`config.mk`:
```
export PLATFORM = sky130hd
export DESIGN_NAME = srcs_cell
export DESIGN_NICKNAME = d
export VERILOG_FILES = /design/src/hdl/srcs_pkg.sv /design/src/hdl/srcs_cell.sv
export SDC_FILE = /design/constraint.sdc
export NUM_CORES = 1
export LEC_CHECK = 0
export BUFFER_PORTS_ARGS = -buffer_cell sky130_fd_sc_hd__buf_2
export CORE_AREA = 3 3 127 129
export DETAILED_ROUTE_END_ITERATION = 6
export DIE_AREA = 0 0 130 132
export PLACE_DENSITY_LB_ADDON = 0.08
export SLEW_MARGIN = 20
export SYNTH_ARGS = -nofsm -noshare
export SYNTH_HDL_FRONTEND = slang
export SYNTH_SLANG_ARGS = --single-unit
```
`constraint.sdc`:
```
create_clock -name clock -period 5 [get_ports clock]
set_clock_uncertainty 0.1 [all_clocks]
set_input_delay 0.75 -clock clock [delete_from_list [all_inputs] [get_ports clock]]
set_output_delay 0.75 -clock clock [all_outputs]
set_load 0.02 [all_outputs]
```
`src/hdl/srcs_pkg.sv`:
```
// Shared constants, types and state codes for the sparse row column sorter.
package srcs_pkg;

   localparam int MAX_ROW_LEN = 32;
   localparam int COLUMN_BITS = 16;

   localparam int IN_COL_W   = 16;
   localparam int VALUE_W    = 64;
   localparam int COL_W      = (COLUMN_BITS < IN_COL_W) ? COLUMN_BITS : IN_COL_W;
   localparam int COUNT_BITS = $clog2(MAX_ROW_LEN + 1);

   typedef struct packed {
      logic [COL_W-1:0]   col;
      logic [VALUE_W-1:0] value;
   } srcs_entry_type;

   typedef struct packed {
      logic           insert;
      logic           shift;
      srcs_entry_type new_entry;
   } srcs_cell_ctl_type;

   typedef enum logic {
      ST_COLLECT,
      ST_EMIT
   } srcs_state_type;

endpackage

```
`src/hdl/srcs_cell.sv`:
```
// One slot of the insertion chain: holds an entry, inserts or shifts when the chain control says so.
module srcs_cell (
   input  logic                        clock,
   input  srcs_pkg::srcs_cell_ctl_type ctl,
   input  logic                        occupied,
   input  logic                        prev_keep,
   input  srcs_pkg::srcs_entry_type    prev_data,
   input  srcs_pkg::srcs_entry_type    next_data,
   output logic                        keep_out,
   output srcs_pkg::srcs_entry_type    data_out
);
   import srcs_pkg::*;

   srcs_entry_type data_ff;
   srcs_entry_type data_in;
   logic           keep;

   // Equal columns stay ahead of the newcomer, which keeps arrival order.
   assign keep = occupied && (data_ff.col <= ctl.new_entry.col);

   always_comb begin
      data_in = data_ff;
      if (ctl.shift) begin
         data_in = next_data;
      end else if (ctl.insert && !keep) begin
         data_in = prev_keep ? ctl.new_entry : prev_data;
      end
   end

   always_ff @(posedge clock) begin
      data_ff <= data_in;
   end

   assign keep_out = keep;
   assign data_out = data_ff;

endmodule

```
==> flow_summary.json <==
{
  "first_pass_iters": 4,
  "cellLeakagePower_nw": 3.26,
  "critPathKind": "input pin to output port",
  "crit_fanout": 3,
  "holdWs_ns": 0.589,
  "holdPathEnd": "data_out[59]$_DFFE_PP_",
  "vdd_ir_drop_max_v": 0.000141,
  "synth_seq_cells": 80,
  "cts.sinks": 80,
  "drc": 0,
  "synth_adder_area_share_pct": 4.49,
  "nNetsFinal": 977,
  "synth_area_leader_cell": "edfxtp_1",
  "crit_chain": "buf_2 > inv_1 > ha_1 > nand4_1 > nor3_1 > a21boi_1 > o31a_1 > nor2b_1 > buf_2",
  "drive_above_1_share_pct": 47.4,
  "grt_overflow": 0,
  "cts_tree": "done",
  "drv_slew": 0,
  "min_path_cells": 3,
  "cap_viol_max_count": 0,
  "fill_cells": 1533,
  "syn_area_um2": 4460,
  "syn_avg_cell_area_um2": 11.0,
  "fin_util_pct": 42.8,
  "synthXorXnorAreaFrac_pct": 0,
  "clockBufferDepth": 2,
  "hp-start": "next_data[59]",
  "cp_common_cell": "buf_2",
  "setup-tns-final_ns": 0,
  "vias": 4114,
  "htreeDepth": 3,
  "rsz0062_at_grt": "no",
  "vias_per_cell": 4.53,
  "cp-startpoint": "ctl[79]",
  "antenna_found_initial": 3,
  "initial_core_util_pct": 29.4,
  "ctsResizeCount": 0,
  "clock-root-buffer": "clkbuf_16",
  "synthSimpleGateAreaFrac_pct": 8.25,
  "max_freq_ghz": 0.323,
  "routed_wl_mm": 14.4,
  "setup_viol": 0,
  "largest_register_ffs": 80,
  "synth_top_area_share_pct": 53.9,
  "r2r_slack_ns": 2.07,
  "crit_arrival_ns": 2.25,
  "ctsHoldBuffers": 0,
  "die_w_um": 130,
  "path_delay_family": "simple AND/OR/NAND/NOR gates",
  "globalplace.congestion": 0.821,
  "synth_mux_area_share_pct": 18.0,
  "syn_inst": 405,
  "crit_slowest_cell": "ha_1",
  "reg2regPathDepth": 6,
  "path_buf_inv": 3,
  "core_area_um2": 15100,
  "seq_area_frac_synth_pct": 53.9,
  "rr_startpoint": "data_out[79]$_DFFE_PP_",
  "crit_required_ns": 4.15,
  "synth.area.top_cells": "edfxtp_1 (54%), mux2i_1 (18%), o21ai_0 (9.0%)",
  "yosysUniqueCellTypes": 23,
  "cts_buffers": 9,
  "num_antenna_cells": 0,
  "grt_pass1_vias": 4222,
  "slew_headroom_pct": 31.5,
  "yosysWarnings": 0,
  "grt_max_degree": 107,
  "cp_slowest_stage_delay_ns": 0.30,
  "port_buffers": 325,
  "power.density_nw_per_um2": 295,
  "synth_compound_area_share_pct": 11.3,
  "worst_pin_slew_ns": 1.03,
  "fin_crit_sh_pct": 62.0,
  "wl_per_cell_um": 15.8,
  "postCtsSetupBuffers": 0,
  "boundaryPins": 326,
  "reg2reg_to": "data_out[75]$_DFFE_PP_",
  "track_usage_pct": 16.4,
  "grt_pass1_wl_mm": 21.6,
  "clkLatencyLatePin_ns": 0.33,
  "drtIter0Drc": 121,
  "clk_pin_slew_ns": 0.06,
  "synth_top_family_by_area": "multiplexers",
  "hp-class": "input pin to flip-flop",
  "syn_nets": 666,
  "fp-row-count": 45,
  "die_h_um": 132,
  "outcome": "completed",
  "end_kind": "output port",
  "fin_crit_ns": 3.10,
  "dieArea_um2": 17200,
  "syn_to_final_growth_pct": 45.4,
  "startpoint_type": "input pin",
  "dp.final_hpwl_mm": 11.6,
  "ant_nets": 0,
  "hold_viol": 0
}
## report_power, final
group	internal, mW	total [mW]	switching, mW
combinational	0.189	0.471	0.282
sequential	0.838	0.859	0.0211
clock	0.333	0.583	0.250
total	1.36	1.91	0.553
## tightest hold or removal path, delay by kind of cell
kind,cells,cell delay [ns]
buffers and inverters,1,0.07
AOI/OAI and AO/OA,1,0.05
and+or+nand+nor,1,0.04
## per-stage QoR
step                power, mW  cells  area [µm²]  setup WS (ns)
finish                   1.91    909        6480           1.90
global route             2.02    909        6480           1.69
CTS                      1.95    909        6480           1.86
detailed placement       1.36    893        6220           1.54
global placement         1.35    893        6220           1.62
floorplan                1.13    405        4460           1.04
## cells by family (layout without fill, tap and decap cells)
group	count (synthesis)	count (layout)
AND/OR/NAND/NOR	92	92
flip-flops	80	80
adder cells (fa/ha/maj)	16	16
AO/OA/AOI/OAI	94	94
buffers and inverters	43	359
multiplexers	80	80
## cell usage in the layout, fill, tap and decap left out
cell type	n
o21a_1	1
ha_1	16
a21oi_1	5
a21oi_2	1
a21o_1	1
o211ai_2	1
nand4_1	3
clkinv_2	2
mux2i_1	80
buf_2	323
a211oi_1	1
clkbuf_1	3
a211o_4	1
o21ai_0	80
nand3_1	1
nor2b_1	3
inv_1	16
nand2_1	83
clkinv_1	1
edfxtp_1	80
o31a_1	1
clkbuf_16	9
o221ai_1	1
and4_1	1
nor3_1	1
a21boi_1	1
buf_4	4
clkinvlp_4	1
## layer usage
layer	up-vias	GRT usage, %	share of wire, %
met4	6	5.66	1.5
met5	-	0	0.26
met1	1833	17.5	37
met2	164	30.2	53
met3	18	5.15	8.0
li1	2093	-	-
## final cells by class
class                   count  area (µm²)  area share (%)
flip-flops and latches     80        2400            37.1
clock buffers              12         236            3.65
clock inverters             4        21.3           0.328
inverters                  16        60.1           0.926
multi-input cells         282        1880            29.0
repair buffers            327        1650            25.4
well taps                 188         235            3.63
## Yosys cell counts (all sizes together)
cell,number
nand2,83
edfxtp,80
mux2i,80
o21ai,80
buf,18
ha,16
inv,16
clkbuf,9
a21oi,6
nand4,3
nor2b,3
a211o,1
a211oi,1
a21boi,1
a21o,1
and4,1
nand3,1
nor3,1
o211ai,1
o21a,1
o221ai,1
o31a,1
## how the worst max path moves through the flow
stage / to / slack [ns] / cells after the start
2_1_floorplan: data_out[0]$_DFFE_PP_ / 1.04 / 7
3_3_place_gp: data_out[9]$_DFFE_PP_ / 1.62 / 8
3_5_place_dp: data_out[41]$_DFFE_PP_ / 1.54 / 8
4_1_cts: keep_out / 1.86 / 9
5_1_grt: data_out[21]$_DFFE_PP_ / 1.69 / 8
6_report: keep_out / 1.90 / 9
(Power assumes the default switching activity.)
